--- src/rtl/fmprc_ram.sv ---
// Generic single-write, single-read RAM with registered read data.
// Standalone; used for every rule field store.
`timescale 1ns / 1ps
`default_nettype none

module fmprc_ram #(
  parameter int WIDTH = 32,
  parameter int DEPTH = 64
) (
  input  wire                                          clk,
  input  wire                                          we,
  input  wire  [((DEPTH > 1) ? $clog2(DEPTH) : 1)-1:0] waddr,
  input  wire  [WIDTH-1:0]                             wdata,
  input  wire  [((DEPTH > 1) ? $clog2(DEPTH) : 1)-1:0] raddr,
  output logic [WIDTH-1:0]                             rdata
);

  logic [WIDTH-1:0] mem [DEPTH];

  // Write port
  always_ff @(posedge clk) begin
    if (we) begin
      mem[waddr] <= wdata;
    end
  end

  // Registered read port
  always_ff @(posedge clk) begin
    rdata <= mem[raddr];
  end

endmodule

`default_nettype wire

--- config.mk ---
export PLATFORM = sky130hd
export DESIGN_NAME = fmprc_ram
export DESIGN_NICKNAME = d
export VERILOG_FILES = /design/src/rtl/fmprc_ram.sv
export SDC_FILE = /design/constraint.sdc
export NUM_CORES = 2
export LEC_CHECK = 0
export ABC_AREA = 1
export BUFFER_PORTS_ARGS = -buffer_cell sky130_fd_sc_hd__clkbuf_2
export CORE_MARGIN = 2
export CORE_UTILIZATION = 50
export DETAILED_ROUTE_END_ITERATION = 10
export PLACE_DENSITY_LB_ADDON = 0.15
export SLEW_MARGIN = 20
export SYNTH_ARGS = -nofsm -noshare
export SYNTH_HDL_FRONTEND = slang
export SYNTH_SLANG_ARGS = --single-unit
--- constraint.sdc ---
create_clock -name clk -period 12.11 [get_ports clk]
set_clock_uncertainty 0.05 [all_clocks]
set_input_delay 0.6055 -clock clk [delete_from_list [all_inputs] [get_ports clk]]
set_output_delay 0.6055 -clock clk [all_outputs]
set_load 0.02 [all_outputs]
==> metrics.txt <==
required time of the critical path roughly 13 ns; area leader, netlist edfxtp_1; Post-CTS Setup Bufs 0; worst skew pair latency about 0.83 ns; Initial Util 0.503; worst slew pin tran ~1.2 ns; dpl cell area roughly 0.085 mm2; post-detail-place hpwl ~120 mm; final hold vios 0; critical path peak fanout 210; number of global-route vias before repair between 50,000 and 60,000; H-Tree Depth 4; fillers between 10,000 and 15,000; Hold Path Class in2reg; Synth Register Bits ~2,100; reg2reg path depth 8; Vias around 54,000; CTS tree built; Clock Sinks around 2,100; pin count of the biggest net entering global routing ~210; Reg clk slew, reported paths about 0.06 ns; I/O Buffers 77; final worst-path cycle share 0.328; RSZ-0062 raised after global routing no; TritonCTS buffer count 204; Pre-Repair DR Iteration Count 6; hold depth 4; DRC Markers 0; Finished Cell Area 0.0918 mm2; syn_area_per_cell about 12 um2; Mapped Cells roughly 6,800; run status complete, no violations; ANT nets after route 0; clock tree root buffer cell clkbuf_16; FP Rows ~150; critical path class in2reg; aggregate global-route resource usage 0.277; Remaining Overflow, GRT 0; CTS resizes 0; Worst VDD drop ~0.13 mV; Placeable Area roughly 0.16 mm2; Layout Nets around 6,800; area occupied by multi-input gates between 0.015 and 0.02 mm2; count of different cell masters after synthesis 16; Lkg Pwr roughly 32 nW; fin. max-slew vios 0; register area 0.0621 mm2; die area around 0.17 mm2; DIE WIDTH 411 um; Mapped Area 0.0827 mm2; Synth area leaders edfxtp_1, nand3_1, nand2_1, buf_2, dfxtp_1; initial detailed-routing violation count 6,125; Critical Path Sink Type flop; post-synthesis sequential area ratio 0.751; layout cells sized above 1 0.0810; antenna violations before repair 6; minimum period implied by the final worst setup slack 3.98 ns; crit path DAT 4.65 ns; Avg WL per Cell ~26 um; Final Setup Violations 0; fmax between 200 and 300 MHz; GP Congestion 0.808; Power Dens Cells between 150 and 200 mW/mm2; hold buffer count at cts 0; Post-Syn Nets between 6,000 and 7,000; via density per instance about 6; setup_tns 0 ns; DRT Wirelength around 240 mm; MaxCap Viol Count 0; Die Span Y between 400 and 500 um; Max-slew headroom 0.174; CP startpoint kind input port; Synthesis Warnings 0; Yosys top cell area share 0.743; CTS max path bufs 3; Ports a little under 80; Layout Area Growth over Synthesis 11.0%; first-pass GRT wire length ~340 mm
-- layout by cell type, fill, tap and decap left out, types with 9 or more instances in the layout --
cell type and instances:
clkbuf_1 55, clkinv_2 26, clkinv_1 49, dfxtp_1 32, clkbuf_2 72, clkbuf_16 211, nand3_1 1907, nand4_1 9
buf_4 142, nand2_1 2248, nor2_4 56, bufinv_16 18, edfxtp_1 2048
-- critical path, cell delays in order --
cell and delay (ns):
buf_8 0.28, inv_16 0.49, buf_4 0.89, buf_4 0.83
nand2_1 0.13, nand3_1 0.11, nand3_1 0.11, nand3_1 0.21
nand3_1 0.11, nand2_1 0.11, nand2_1 0.16, nand2_1 0.28
-- power breakdown --
part	total [mW]	internal (mW)	switching (mW)
Sequential	8.01	7.97	0.0384
Combinational	0.889	0.205	0.683
Clock	6.22	3.58	2.64
-- Yosys cell counts, drive strengths merged --
master,n
nor2,56
edfxtp,2048
buf,372
nand2,2248
clkbuf,77
inv,12
nand3,1907
nand4,9
nor4,8
dfxtp,32
-- routing by layer --
metal | routed length [um] | track usage
met4 | 8150 | 0.0977
met2 | 111000 | 0.441
met5 | 13 | 0
met3 | 19900 | 0.0396
met1 | 97000 | 0.392
-- layout make-up --
cell class	count	area share
sequential	2080	0.677
multi-input combinational	4228	0.204
clock buffer	270	0.0604
tap	2189	0.0298
timing repair buffer	224	0.0174
clock inverter	101	0.0102
inverter	12	0.000899
antenna	4	0.000109
-- state kept, by name (all words and copies together) (netlist names) --
name   flops
rdata     32
mem     2048
-- cells by family (layout without fill, tap and decap cells) --
family / count (synthesis) / count (layout) / share of synthesized area
buffers and inverters: 461 / 607 / 0.0278
AND/OR/NAND/NOR: 4228 / 4228 / 0.221
other: 0 / 4 / 0
flip-flops: 2080 / 2080 / 0.751
-- path summary, 6_finish.rpt --
kind / startpoint / to / slack (ns)
max: raddr[0] / rdata[10] / 8.13
min: raddr[5] / rdata[19] / 0.33
max reg2reg: mem[60][12] / rdata[12] / 10.38
min reg2reg: mem[42][18] / rdata[18] / 0.75
-- through the flow --
step                 util  total power, mW  hold WS (ns)  worst slack, ns  std cells
floorplan               -             8.64         0.654             7.32       6769
global placement    0.518             9.03         0.744             7.38       8733
detailed placement  0.518             9.04         0.738             7.34       8733
CTS                 0.558             15.2         0.276             8.19       9104
global route        0.558             15.5         0.338             7.92       9104
finish              0.558             15.1         0.333             8.13       9108
Note: power is estimated with default switching activity, not from simulation.
