$ cat src/rtl/fmprc_pkg.sv
// Package for the first-match packet rule classifier.
// Holds table sizing, opcode, field and target codes, and the rule and packet records.
// No dependencies; imported by every other file except fmprc_ram.
`timescale 1ns / 1ps
`default_nettype none

package fmprc_pkg;

  // Table sizing
  localparam int MAX_RULES = 64;
  localparam int RULE_AW   = (MAX_RULES > 1) ? $clog2(MAX_RULES) : 1;
  localparam int LIMIT_W   = $clog2(MAX_RULES + 1);

  // Fixed field widths of the item
  localparam int SLOT_W    = 6;
  localparam int SEL_W     = 3;
  localparam int WORD_W    = 32;
  localparam int IFACE_W   = 16;
  localparam int PROTO_W   = 8;
  localparam int FLAGS_W   = 15;
  localparam int TGT_W     = 3;
  localparam int VERDICT_W = 2;
  localparam int HIDX_W    = 6;
  localparam int POLICY_W  = 2;
  localparam int COUNT_W   = 7;
  localparam int CFG_W     = 7;

  // Stream widths
  localparam int IN_DATA_W  = 152;
  localparam int OUT_DATA_W = 16;

  // Flag word layout
  localparam int FLG_FRAG      = 8;
  localparam int FLG_INV_SRC   = 9;
  localparam int FLG_INV_DST   = 10;
  localparam int FLG_INV_IN    = 11;
  localparam int FLG_INV_OUT   = 12;
  localparam int FLG_INV_PROTO = 13;
  localparam int FLG_INV_FRAG  = 14;

  typedef enum logic [0:0] {
    OP_WRITE    = 1'b0,
    OP_CLASSIFY = 1'b1
  } op_t;

  typedef enum logic [0:0] {
    CFG_POLICY = 1'b0,
    CFG_COUNT  = 1'b1
  } cfg_addr_t;

  typedef enum logic [SEL_W-1:0] {
    FLD_SRC      = 3'd0,
    FLD_SRC_MASK = 3'd1,
    FLD_DST      = 3'd2,
    FLD_DST_MASK = 3'd3,
    FLD_IN_IF    = 3'd4,
    FLD_OUT_IF   = 3'd5,
    FLD_FLAGS    = 3'd6,
    FLD_TARGET   = 3'd7
  } fld_sel_t;

  // Rule targets; codes 4..7 mean no target (walk continues)
  localparam logic [TGT_W-1:0] TGT_DROP   = 3'd0;
  localparam logic [TGT_W-1:0] TGT_ACCEPT = 3'd1;
  localparam logic [TGT_W-1:0] TGT_QUEUE  = 3'd2;
  localparam logic [TGT_W-1:0] TGT_RETURN = 3'd3;

  typedef enum logic [1:0] {
    ST_IDLE,
    ST_WALK,
    ST_FINISH
  } st_t;

  // One rule as read back from the table
  typedef struct packed {
    logic [WORD_W-1:0]  src;
    logic [WORD_W-1:0]  src_mask;
    logic [WORD_W-1:0]  dst;
    logic [WORD_W-1:0]  dst_mask;
    logic [WORD_W-1:0]  in_if;
    logic [WORD_W-1:0]  out_if;
    logic [FLAGS_W-1:0] flags;
    logic [TGT_W-1:0]   target;
  } rule_t;

  // Packet header fields held during a walk
  typedef struct packed {
    logic [WORD_W-1:0]  src;
    logic [WORD_W-1:0]  dst;
    logic [IFACE_W-1:0] in_if;
    logic [IFACE_W-1:0] out_if;
    logic [PROTO_W-1:0] proto;
    logic               is_frag;
  } pkt_t;

endpackage

`default_nettype wire

$ cat src/rtl/fmprc_match.sv
// Rule compare unit: tests one rule against the held packet header.
// Depends on fmprc_pkg (rule_t, pkt_t, flag layout).
`timescale 1ns / 1ps
`default_nettype none

module fmprc_match (
  input  fmprc_pkg::rule_t rule,
  input  fmprc_pkg::pkt_t  pkt,
  output logic             hit
);

  import fmprc_pkg::*;

  logic               src_miss;
  logic               dst_miss;
  logic               in_miss;
  logic               out_miss;
  logic               proto_fail;
  logic               frag_fail;
  logic [PROTO_W-1:0] rproto;

  assign rproto = rule.flags[PROTO_W-1:0];

  // Address tests
  assign src_miss = (pkt.src & rule.src_mask) != rule.src;
  assign dst_miss = (pkt.dst & rule.dst_mask) != rule.dst;

  // Interface tests: id in the low half, mask in the high half
  assign in_miss  = ((rule.in_if[IFACE_W-1:0] ^ pkt.in_if)
                     & rule.in_if[WORD_W-1:IFACE_W]) != '0;
  assign out_miss = ((rule.out_if[IFACE_W-1:0] ^ pkt.out_if)
                     & rule.out_if[WORD_W-1:IFACE_W]) != '0;

  // Protocol zero matches anything, invert ignored then
  assign proto_fail = (rproto != '0)
                      && ((pkt.proto != rproto) != rule.flags[FLG_INV_PROTO]);

  // Fragment test
  assign frag_fail = (rule.flags[FLG_FRAG] && !pkt.is_frag) != rule.flags[FLG_INV_FRAG];

  assign hit = (src_miss == rule.flags[FLG_INV_SRC])
               && (dst_miss == rule.flags[FLG_INV_DST])
               && (in_miss  == rule.flags[FLG_INV_IN])
               && (out_miss == rule.flags[FLG_INV_OUT])
               && !proto_fail
               && !frag_fail;

endmodule

`default_nettype wire

$ cat config.mk
export PLATFORM = sky130hd
export DESIGN_NAME = fmprc_match
export DESIGN_NICKNAME = d
export VERILOG_FILES = /design/src/rtl/fmprc_pkg.sv /design/src/rtl/fmprc_match.sv
export SDC_FILE = /design/constraint.sdc
export NUM_CORES = 1
export LEC_CHECK = 0
export BUFFER_PORTS_ARGS = -buffer_cell sky130_fd_sc_hd__buf_2
export CAP_MARGIN = 10
export CORE_AREA = 2 2 123 125
export DETAILED_ROUTE_END_ITERATION = 8
export DIE_AREA = 0 0 125 127
export PLACE_DENSITY = 0.47
export SETUP_SLACK_MARGIN = 0.05
export SYNTH_ARGS = -nofsm -noshare
export SYNTH_HDL_FRONTEND = slang
export SYNTH_SLANG_ARGS = --single-unit
$ cat constraint.sdc
create_clock -name vclk -period 2.83
set_input_delay 0 -clock vclk [all_inputs]
set_output_delay 0 -clock vclk [all_outputs]
set_load 0.05 [all_outputs]
==> impl_metrics.tcl <==
set metrics [dict create \
    status "complete, no violations" \
    grt_antenna_before_repair 0 \
    slew_headroom_pct 67.9 \
    n_antenna_cell 0 \
    end_kind "output pin" \
    leakagePower_nw 2.07 \
    grt_pass1_vias 3181 \
    clockPowerShare_pct 0 \
    final_common_cell "buf_2" \
    wl_mm 9.01 \
    grt_max_degree 3 \
    required_ns 2.83 \
    rsz0062_at_grt "no" \
    synth_area_sq_mm 0.00176 \
    vias 3177 \
    switching_share_pct 39.1 \
    fillCellCount 1652 \
    multiInputGateArea_sq_mm 0.00176 \
    port_buffers 313 \
    setup_ws_ns 0.922 \
    crit_slowest_cell "or3_1" \
    arrival_ns 1.91 \
    setup_viol_count_final 0 \
    layout_common_cells "313 x buf_2, 33 x xor2_1, 32 x a21oi_1, 32 x and3_1" \
    power_mw 0.429 \
    die_area_sq_mm 0.0159 \
    io_pins 316 \
    nClkBuffers 0 \
    setup_tns_ns 0 \
    area_growth_pct 103 \
    cts_resized 0 \
    crit_buf_inv 2 \
    p_comb_share_pct 100.0 \
    syn_avg_cell_area_sq_um 7.18 \
    rows 44 \
    drv_cap 0 \
    synth.distinct_cells 22 \
    dp_slack_ns 0.866 \
    min_path_type "in2out" \
    first_pass_iters 4 \
    seqCellArea_sq_um 0 \
    post_cts_buffers 0 \
    die_h_um 127 \
    syn-num-nets 560 \
    grt_overflow_total 0 \
    fmax_ghz 0.524 \
    ys.warnings.count 0 \
    drc 0 \
    min_period_over_period_pct 67.4 \
    core_area_sq_mm 0.0144 \
    via_per_inst 4.28 \
    nets 876 \
    internal_power_mw 0.261 \
    ant_nets 0 \
    critPathMaxFanout 2 \
    grt_usage_pct 10.1 \
    synth_top_area_cell "xor2_1" \
    final_max_slew_viol_count 0 \
    hold_buffers 0 \
    net-switching-power_mw 0.168 \
    worst_slew_pin_slew_ns 0.477 \
    critical-path-top-delay-family "simple AND/OR/NAND/NOR gates" \
    dieWidth_um 125 \
    layout-drive-gt1-share_pct 56.4 \
    power_density_mw_per_mm2 120 \
    seq_power_share_pct 0 \
    crit_type "in2out" \
    grt_pass1_wl_mm 13.5 \
    cp_cell_sequence "buf_2, xor2_1, a22oi_1, nand4_1, or3_1, a221o_1, nor4_2, buf_2" \
    synth_top_area_share_pct 16.4 \
    place_congestion 0.755 \
    irDropWorstVdd_mv 0.0444 \
    crit_top_cell "buf_2" \
    place_hpwl_mm 8.70 \
    synthTopCellsByArea "xor2_1 16%, and3_1 11%, a21oi_1 9.1%" \
    seq_area_frac_synth_pct 0 \
    post-route-min-period_ns 1.91 \
    syn_inst 245 \
    setup.worst_path.start_class "primary input" \
    cpPeakStageDelay_ns 0.36 \
    seq_cells 0 \
    drt-wirelength-per-cell_um 12.1 \
    drt_first_iter_violations 81 \
    finalHoldViolCount 0 \
    start_util_pct 12.2 \
]
synthesized netlist by cell type:
cell type	count
xor2_1	33
a211oi_1	16
nor2_1	1
a221o_1	1
xnor2_1	12
and3_1	32
nand2b_1	1
o21ai_0	1
and3b_1	16
nand3_1	16
a21boi_0	16
nor4_1	4
or3_1	1
o22a_1	16
a21oi_1	32
nand2_1	1
a21o_1	16
nor4_2	1
nand4_1	13
a22oi_1	8
a22o_1	4
a221oi_1	4
area by class of cell:
type               count  share of cell area (%)
multi-input cells    245                    49.4
well taps            184                    6.46
repair buffers       314                    44.2
logic make-up (layout without fill, tap and decap cells):
logic type	Yosys count	count (layout)	share of synthesized area [%]
AOI/OAI and AO/OA	114	114	45.8
xor gates and xnor gates	45	45	22.4
buffers and inverters	0	314	0
and+or+nand+nor	86	86	31.8
tightest hold or removal path: stages:
cell     delay (ns)
buf_2          0.08
xnor2_1        0.12
nor4_2         0.05
buf_2          0.20
metrics by stage:
stage | area [sq um] | cells | util (%) | hold slack [ns]
4_1_cts | 3560 | 743 | 24.7 | 0.462
5_1_grt | 3560 | 743 | 24.7 | 0.476
2_1_floorplan | 1760 | 245 | - | 0.227
6_report | 3560 | 743 | 24.7 | 0.454
3_3_place_gp | 3560 | 743 | 24.7 | 0.460
3_5_place_dp | 3560 | 743 | 24.7 | 0.461
worst paths after layout:
check | endpoint | slack [ns] | from | cells after the start
setup / recovery | hit | 0.92 | pkt[27] | 8
hold / removal | hit | 0.45 | rule[13] | 4
power by group through the flow:
stage                     clock network [mW]  logic [mW]  registers [mW]
after floorplan                            0       0.158               0
after global placement                     0       0.429               0
after detailed placement                   0       0.432               0
after CTS                                  0       0.434               0
after global routing                       0       0.480               0
final                                      0       0.429               0
routing by layer:
metal / wire length [um] / part of all wire (%) / vias up / GRT usage, %
met5: 0 / 0 / - / 0
met4: 78 / 0.87 / 0 / 0.850
li1: - / - / 1644 / -
met3: 708 / 7.9 / 8 / 1.55
met1: 3210 / 36 / 1355 / 10.5
met2: 5010 / 56 / 170 / 21.5
Power figures use the tool's default switching activity.
